**src/hw/rtl/fbpa_pkg.sv**
```systemverilog
// shared types, codes and defaults for the fixed block pool allocator
package fbpa_pkg;

    localparam int DEF_MAX_BLOCKS  = 256;
    localparam int DEF_COUNT_WIDTH = 32;

    // operation codes
    localparam logic OP_ALLOC   = 1'b0;
    localparam logic OP_RELEASE = 1'b1;

    // status codes
    localparam logic [1:0] ST_OK        = 2'd0;
    localparam logic [1:0] ST_EXHAUSTED = 2'd1;
    localparam logic [1:0] ST_TOO_BIG   = 2'd2;

    // configuration register indexes
    localparam logic [1:0] CFG_POOL_BLOCKS  = 2'd0;
    localparam logic [1:0] CFG_OBJECT_BYTES = 2'd1;
    localparam logic [1:0] CFG_POOL_BASE    = 2'd2;

    localparam logic [8:0]  POOL_BLOCKS_RST  = 9'd256;
    localparam logic [12:0] OBJECT_BYTES_RST = 13'd8;
    localparam logic [31:0] POOL_BASE_RST    = 32'd0;

    localparam logic [12:0] MIN_STRIDE = 13'd8;
    localparam logic [8:0]  IN_USE_MAX = 9'd511;

    // one free list link entry
    typedef struct packed {
        logic       more;
        logic [7:0] link;
    } link_entry_t;

    // access request to the link memory
    typedef struct packed {
        logic        rd_en;
        logic [7:0]  rd_addr;
        logic        wr_en;
        logic [7:0]  wr_addr;
        link_entry_t wr_data;
    } link_req_t;

endpackage

```
**src/hw/rtl/fbpa_link_ram.sv**
```systemverilog
// free list link memory, one write and one registered read port
module fbpa_link_ram #(
    parameter int DEPTH = 256
) (
    input  logic                clk,
    input  fbpa_pkg::link_req_t req,
    output fbpa_pkg::link_entry_t rd_data
);
    import fbpa_pkg::*;

    localparam int AW = $clog2(DEPTH);

    link_entry_t mem [DEPTH];
    link_entry_t rd_data_reg;

    always_ff @(posedge clk)
    begin
        if (req.wr_en)
        begin
            mem[req.wr_addr[AW-1:0]] <= req.wr_data;
        end
        if (req.rd_en)
        begin
            rd_data_reg <= mem[req.rd_addr[AW-1:0]];
        end
    end

    assign rd_data = rd_data_reg;

endmodule

```
**src/hw/rtl/fbpa_addr_gen.sv**
```systemverilog
// block address generation: registered index times stride, then base add
module fbpa_addr_gen (
    input  logic        clk,
    input  logic        load,
    input  logic [8:0]  idx,
    input  logic [12:0] stride,
    input  logic [31:0] base,
    output logic [31:0] address
);
    import fbpa_pkg::*;

    logic [21:0] product_reg;

    always_ff @(posedge clk)
    begin
        if (load)
        begin
            product_reg <= 22'(idx) * 22'(stride);
        end
    end

    assign address = base + 32'(product_reg);

endmodule

```
**src/hw/rtl/fixed_block_pool_allocator_core.sv**
```systemverilog
// fixed block pool allocator: LIFO free list in a link memory plus bump index
// result strobe in the done state, which follows the exec state entered at the accepting edge; one beat per item
// a new item can be accepted while the previous result is shown, but not in exec;
//   the registered link memory read (issued at accept) is followed by the index-times-stride product stage
// results cannot be stalled; each strobe lasts exactly one cycle
// reset: free list empty, bump index and all counters zero, config at defaults;
//   the link memory is not cleared, only pushed entries are ever read
module fixed_block_pool_allocator_core #(
    parameter int MAX_BLOCKS  = fbpa_pkg::DEF_MAX_BLOCKS,
    parameter int COUNT_WIDTH = fbpa_pkg::DEF_COUNT_WIDTH
) (
    input  logic        clk,
    input  logic        rst_n,
    // command channel
    input  logic        start,
    output logic        busy,
    input  logic        operation,
    input  logic [12:0] request_size,
    input  logic [7:0]  block_index,
    // result beat
    output logic        result_valid,
    output logic [7:0]  granted_index,
    output logic [31:0] granted_address,
    output logic [1:0]  status,
    output logic [8:0]  in_use_count,
    output logic [31:0] allocation_count,
    output logic [31:0] release_count,
    // configuration write channel
    input  logic        cfg_valid,
    output logic        cfg_ready,
    input  logic [1:0]  cfg_index,
    input  logic [31:0] cfg_data
);
    import fbpa_pkg::*;

    // every 8-bit index is legal once the pool covers 256 blocks
    localparam bit         ALL_IDX_OK = (MAX_BLOCKS >= 256);
    localparam int         LINK_DEPTH = ALL_IDX_OK ? 256 : MAX_BLOCKS;
    localparam logic [7:0] IDX_BOUND  = ALL_IDX_OK ? 8'd0 : 8'(MAX_BLOCKS);
    // fresh index limit cap; pool_blocks is 9 bits so 511 never bites
    localparam logic [8:0] LIMIT_CAP  = (MAX_BLOCKS < 512) ? 9'(MAX_BLOCKS) : 9'd511;

    // sequencer states
    localparam logic [1:0] S_IDLE = 2'd0;
    localparam logic [1:0] S_EXEC = 2'd1;
    localparam logic [1:0] S_DONE = 2'd2;

    logic [1:0] state_reg, state_next;

    // configuration
    logic [8:0]  pool_blocks_reg;
    logic [12:0] object_bytes_reg;
    logic [31:0] pool_base_reg;

    // allocator state
    logic [7:0]             free_head_reg, free_head_next;
    logic                   nonempty_reg, nonempty_next;
    logic [8:0]             fresh_reg, fresh_next;
    logic [8:0]             in_use_reg, in_use_next;
    logic [COUNT_WIDTH-1:0] alloc_total_reg, alloc_total_next;
    logic [COUNT_WIDTH-1:0] release_total_reg, release_total_next;

    // latched command
    logic        op_reg;
    logic [12:0] size_reg;
    logic [7:0]  bidx_reg;

    // result holding
    logic [1:0] status_reg, status_next;
    logic       granted_reg, granted_next;
    logic [8:0] idx_reg, idx_next;

    logic        accept;
    logic        exec;
    link_req_t   link_req;
    link_entry_t link_rd;
    logic [12:0] stride;
    logic [8:0]  limit;
    logic        head_ok;
    logic        ret_ok;
    logic [31:0] block_address;
    logic [63:0] alloc_wide;
    logic [63:0] release_wide;

    assign busy      = (state_reg == S_EXEC);
    assign accept    = start && !busy;
    assign exec      = (state_reg == S_EXEC);
    assign cfg_ready = 1'b1;

    // ---------------- configuration writes ----------------
    always_ff @(posedge clk or negedge rst_n)
    begin
        if (!rst_n)
        begin
            pool_blocks_reg  <= POOL_BLOCKS_RST;
            object_bytes_reg <= OBJECT_BYTES_RST;
            pool_base_reg    <= POOL_BASE_RST;
        end
        else if (cfg_valid && cfg_ready)
        begin
            case (cfg_index)
                CFG_POOL_BLOCKS:  pool_blocks_reg  <= cfg_data[8:0];
                CFG_OBJECT_BYTES: object_bytes_reg <= cfg_data[12:0];
                CFG_POOL_BASE:    pool_base_reg    <= cfg_data;
                default:          ;
            endcase
        end
    end

    // ---------------- sequencer ----------------
    always_comb
    begin
        state_next = state_reg;
        case (state_reg)
            S_IDLE:  state_next = start ? S_EXEC : S_IDLE;
            S_EXEC:  state_next = S_DONE;
            S_DONE:  state_next = start ? S_EXEC : S_IDLE;
            default: state_next = S_IDLE;
        endcase
    end

    // command fields, held for the exec cycle
    always_ff @(posedge clk)
    begin
        if (accept)
        begin
            op_reg   <= operation;
            size_reg <= request_size;
            bidx_reg <= block_index;
        end
    end

    // ---------------- link memory ----------------
    // head link is read at accept so it is ready in exec; a push writes in exec,
    // and no read is in flight then, so no forwarding path is needed
    always_comb
    begin
        link_req.rd_en        = accept;
        link_req.rd_addr      = free_head_reg;
        link_req.wr_en        = exec && (op_reg == OP_RELEASE) && ret_ok;
        link_req.wr_addr      = bidx_reg;
        link_req.wr_data.more = nonempty_reg;
        link_req.wr_data.link = free_head_reg;
    end

    fbpa_link_ram #(
        .DEPTH (LINK_DEPTH)
    ) u_link_ram (
        .clk     (clk),
        .req     (link_req),
        .rd_data (link_rd)
    );

    // ---------------- exec: pop, bump or push ----------------
    assign stride  = (object_bytes_reg < MIN_STRIDE) ? MIN_STRIDE : object_bytes_reg;
    assign limit   = (pool_blocks_reg > LIMIT_CAP) ? LIMIT_CAP : pool_blocks_reg;
    assign head_ok = ALL_IDX_OK || (free_head_reg < IDX_BOUND);
    assign ret_ok  = ALL_IDX_OK || (bidx_reg < IDX_BOUND);

    always_comb
    begin
        free_head_next     = free_head_reg;
        nonempty_next      = nonempty_reg;
        fresh_next         = fresh_reg;
        in_use_next        = in_use_reg;
        alloc_total_next   = alloc_total_reg;
        release_total_next = release_total_reg;
        status_next        = ST_OK;
        granted_next       = 1'b0;
        idx_next           = 9'd0;

        if (op_reg == OP_ALLOC)
        begin
            if (size_reg > object_bytes_reg)
            begin
                // oversize is checked before anything else
                status_next = ST_TOO_BIG;
            end
            else if (nonempty_reg && head_ok)
            begin
                // pop the free list head
                granted_next   = 1'b1;
                idx_next       = {1'b0, free_head_reg};
                free_head_next = link_rd.link;
                nonempty_next  = link_rd.more;
            end
            else if (fresh_reg < limit)
            begin
                // hand out a never-used block
                granted_next = 1'b1;
                idx_next     = fresh_reg;
                fresh_next   = fresh_reg + 9'd1;
            end
            else
            begin
                status_next = ST_EXHAUSTED;
            end

            if (granted_next)
            begin
                if (in_use_reg < IN_USE_MAX)
                begin
                    in_use_next = in_use_reg + 9'd1;
                end
                alloc_total_next = alloc_total_reg + COUNT_WIDTH'(1);
            end
        end
        else if (ret_ok)
        begin
            // push, stray or double returns included
            free_head_next = bidx_reg;
            nonempty_next  = 1'b1;
            if (in_use_reg != 9'd0)
            begin
                in_use_next = in_use_reg - 9'd1;
            end
            release_total_next = release_total_reg + COUNT_WIDTH'(1);
        end
    end

    always_ff @(posedge clk or negedge rst_n)
    begin
        if (!rst_n)
        begin
            state_reg         <= S_IDLE;
            free_head_reg     <= 8'd0;
            nonempty_reg      <= 1'b0;
            fresh_reg         <= 9'd0;
            in_use_reg        <= 9'd0;
            alloc_total_reg   <= '0;
            release_total_reg <= '0;
            status_reg        <= ST_OK;
            granted_reg       <= 1'b0;
        end
        else
        begin
            state_reg <= state_next;
            if (exec)
            begin
                free_head_reg     <= free_head_next;
                nonempty_reg      <= nonempty_next;
                fresh_reg         <= fresh_next;
                in_use_reg        <= in_use_next;
                alloc_total_reg   <= alloc_total_next;
                release_total_reg <= release_total_next;
                status_reg        <= status_next;
                granted_reg       <= granted_next;
            end
        end
    end

    always_ff @(posedge clk)
    begin
        if (exec)
        begin
            idx_reg <= idx_next;
        end
    end

    // ---------------- address: product registered in exec ----------------
    fbpa_addr_gen u_addr_gen (
        .clk     (clk),
        .load    (exec),
        .idx     (idx_next),
        .stride  (stride),
        .base    (pool_base_reg),
        .address (block_address)
    );

    // ---------------- result beat ----------------
    assign alloc_wide   = 64'(alloc_total_reg);
    assign release_wide = 64'(release_total_reg);

    assign result_valid     = (state_reg == S_DONE);
    assign granted_index    = granted_reg ? idx_reg[7:0] : 8'd0;
    assign granted_address  = granted_reg ? block_address : 32'd0;
    assign status           = status_reg;
    assign in_use_count     = in_use_reg;
    assign allocation_count = alloc_wide[31:0];
    assign release_count    = release_wide[31:0];

endmodule

```
**config.mk**
```make
export PLATFORM = sky130hd
export DESIGN_NAME = fixed_block_pool_allocator_core
export DESIGN_NICKNAME = d
export VERILOG_FILES = /design/src/hw/rtl/fbpa_pkg.sv /design/src/hw/rtl/fbpa_link_ram.sv /design/src/hw/rtl/fbpa_addr_gen.sv /design/src/hw/rtl/fixed_block_pool_allocator_core.sv
export SDC_FILE = /design/constraint.sdc
export NUM_CORES = 2
export LEC_CHECK = 0
export BUFFER_PORTS_ARGS = -buffer_cell sky130_fd_sc_hd__buf_2
export CAP_MARGIN = 25
export CORE_AREA = 2 2 438 440
export DETAILED_ROUTE_END_ITERATION = 7
export DIE_AREA = 0 0 440 442
export PLACE_DENSITY = 0.71
export SLEW_MARGIN = 20
export SYNTH_ARGS = -nofsm -noshare
export SYNTH_HDL_FRONTEND = slang
export SYNTH_HIERARCHICAL = 1
export SYNTH_SLANG_ARGS = --single-unit
```
**constraint.sdc**
```tcl
create_clock -name clk -period 9.8 [get_ports clk]
set_input_delay 1.96 -clock clk [delete_from_list [all_inputs] [get_ports clk]]
set_output_delay 1.96 -clock clk [all_outputs]
set_load 0.01 [all_outputs]
```
==> metrics.txt <==
status=finished, final reports clean; Routability Congestion=0.8764; Mapped Area=103800 um^2; Clk pwr share=28.1%; GRT overflow=0; CP bufs+invs=4; initial antenna violation count=2; Critical Path Slowest Stage Cell=nor2_1; Internal=roughly 22 mW; number of synthesized flops with an enable pin=about 2400; Worst-Skew Late Latency=between 800 and 900 ps; Pwr Density=284.0 nW/um^2; die area=a little under 200000 um^2; nature of the critical path endpoint=flop; Worst EP arrival=8130 ps; Psw=about 11 mW; Setup TNS=0 ps; Min-Delay Path Class=reg -> reg; Post-CTS Setup Inserts=0; commonest non-fill, non-tap cell in the layout=edfxtp_1; H-tree levels=4; max-slew violation count=0; routed via count=around 55000; setup slack, reg-to-reg=around 2300 ps; startpoint class of the critical path=flop; most frequent cells in the layout=2365 x edfxtp_1, 467 x mux4_2, 346 x nor2_1, 239 x clkbuf_16, 186 x mux2i_1; clock buffer depth=3; dpl hpwl=148800 um; CTS tree=done; Seq pwr share=42.6%; family with the most delay on the worst path=adder cells; RSZ-0062 raised after global routing=false; # clock sinks=approximately 2500; DP Area=107100 um^2; post-DR vias/cell=6.360; total power=between 30 and 40 mW; FF-to-FF path depth=24; remaining antenna violation count=0; post-layout minimum cycle time=roughly 7500 ps; Area Growth Syn to Fin=10.91%; Worst Path Required=10430 ps; DRT Wirelength=between 200000 and 250000 um; Max Fclk=approximately 130 MHz; height of the chip=442 um; Crit path top cell by count=fa_1; IO Port Bufs=176; reg-to-reg critical path startpoint=pool_blocks_reg[8]; Slew HR=between 20% and 30%; Async SR Flop Fraction=5.964%; # placed instances=8105; # setup viols final=0; CP max stage delay=760 ps; Total Routing Usage GR=24.67%; post-cts gate resize count=0; first-pass GRT wire length=355600 um; Num CTS Buffers=237; Synth Flop Type=edfxtp_1; Mean Syn Cell Area=18.46 um^2; Peak supply drop=between 200 and 300 uV; DRT Pass-1 Iters=6; layout net count=around 6100; Top Ports=roughly 180; Max-Cap Viols=0; worst slew pin tran=1099 ps; PnR worst setup slack=2301 ps; Wirelength per Cell=28.13 um; initial core utilization=54.73%; Setup crit start=pool_blocks_reg[8]; CTS Root Cell=clkbuf_16; Final Core Density=60.70%; register area share after synthesis=72.07%; max FFs per register=2304; initial DRC count=7000; Core Footprint=approximately 190000 um^2; hold_buf cts=0; Yosys cell types=92; Mapped Cells=5621; synth warn=6; vias in the first global route=53730; critical setup path kind=reg -> reg; Remaining DRCs=0; synthesis-stage register bit count=2515; fin cells=8570; CP cell instances=clkinv_1 > ha_1 > a21oi_1 > o21ai_0 > a21oi_4 > nor2_2 > or2_2 > nor2_1 > nand2_1 > fa_1 > inv_1 > fa_1 > fa_1 > inv_1 > fa_1 > inv_1 > ha_1 > a21o_1 > a21oi_1 > nand2_1 > o41a_1 > nor2_1 > a21oi_1 > xnor2_1; Clock Skew=between 30 and 40 ps; num rows=160; Reg clk slew, reported paths=70 ps; final hold vios=0; Setup crit end=u_addr_gen/product_reg[21]; Levels on crit path=24; DIE WIDTH=around 440 um; worst hold slack=484.4 ps; post-route cell area=about 120000 um^2; Sw Share=32.19%; Setup WS pre-CTS=between 2000 and 2500 ps; combinational share of power=between 20% and 30%; Mapped Nets=5856; period utilization=about 77%; static leakage=38.29 nW; CP max FO=14; # fillers=approximately 13000; largest net degree at the start of global routing=~210; share of cells above drive strength 1=a little over a fifth; end of the worst register-to-register path=u_addr_gen/product_reg[21]
power by group through the flow:
stage                     logic (mW)  registers, mW  clock network, mW
final                           9.58           13.9               9.19
after global routing            10.2           14.0               9.73
after CTS                       9.56           13.9               9.32
after detailed placement        9.52           14.2                  0
after global placement          9.33           14.1                  0
after floorplan                 5.97           14.8                  0
kinds of logic after synthesis:
kind of cell	synth area share, %
mux	13.22
other cells	0.003614
buf+inv	2.231
fa+ha+maj	2.689
compound gates	4.323
flops	72.07
simple gates	4.452
xor+xnor	1.013
Yosys cell counts, types with 13 or more instances:
master | number | share of area, %
a211oi_1 | 30 | 0.22
a21o_1 | 16 | 0.12
a21oi_1 | 148 | 0.71
a22oi_1 | 175 | 1.3
a31oi_1 | 18 | 0.11
and2_1 | 114 | 0.69
and3_1 | 19 | 0.11
buf_1 | 17 | 0.061
buf_2 | 62 | 0.30
buf_4 | 29 | 0.21
buf_6 | 27 | 0.29
clkbuf_1 | 158 | 0.57
dfrtp_1 | 148 | 3.6
edfxtp_1 | 2365 | 68
fa_1 | 80 | 1.5
ha_1 | 95 | 1.1
inv_1 | 142 | 0.51
mux2_2 | 98 | 1.1
mux2i_1 | 186 | 1.8
mux4_2 | 467 | 10
nand2_1 | 160 | 0.58
nand2b_1 | 14 | 0.084
nand3_1 | 69 | 0.33
nand4_1 | 32 | 0.19
nor2_1 | 353 | 1.3
nor2b_1 | 37 | 0.22
nor3_1 | 53 | 0.26
nor4_1 | 36 | 0.22
o21a_1 | 13 | 0.094
o21ai_0 | 51 | 0.25
o221ai_1 | 36 | 0.30
o22ai_1 | 65 | 0.39
xnor2_1 | 67 | 0.57
xor2_1 | 53 | 0.45
worst min path at each step:
stage	from	end	depth (start not counted)
CTS	allocation_count[31]	allocation_count[31]	1
finish	state_reg[0]	state_reg[0]	1
global route	allocation_count[31]	allocation_count[31]	1
global placement	release_count[31]	release_count[31]	1
detailed placement	allocation_count[31]	allocation_count[31]	1
floorplan	state_reg[0]	state_reg[0]	1
final cells by class:
class,count,area (um^2),share of cell area [%]
Inverter,144,540.5,0.4697
Timing Repair Buffer,299,1978,1.719
Tap cell,2511,3142,2.730
Sequential cell,2515,74810,65.00
Antenna cell,2,5.005,0.004349
Multi-Input combinational cell,2651,26780,23.27
Clock buffer,273,6108,5.308
Clock inverter,175,1718,1.493
metal layers:
| layer | global-route usage [%] | vias to the layer above | wire, um | part of all wire [%] |
|---|---|---|---|---|
| li1 | - | 22930 | - | - |
| met1 | 35.52 | 28560 | 95640 | 40 |
| met2 | 38.87 | 2635 | 117200 | 49 |
| met3 | 4.227 | 373 | 21170 | 8.8 |
| met4 | 7.855 | 8 | 7012 | 2.9 |
| met5 | 0 | - | 63 | 0.026 |
Note: power is estimated with default switching activity, not from simulation.
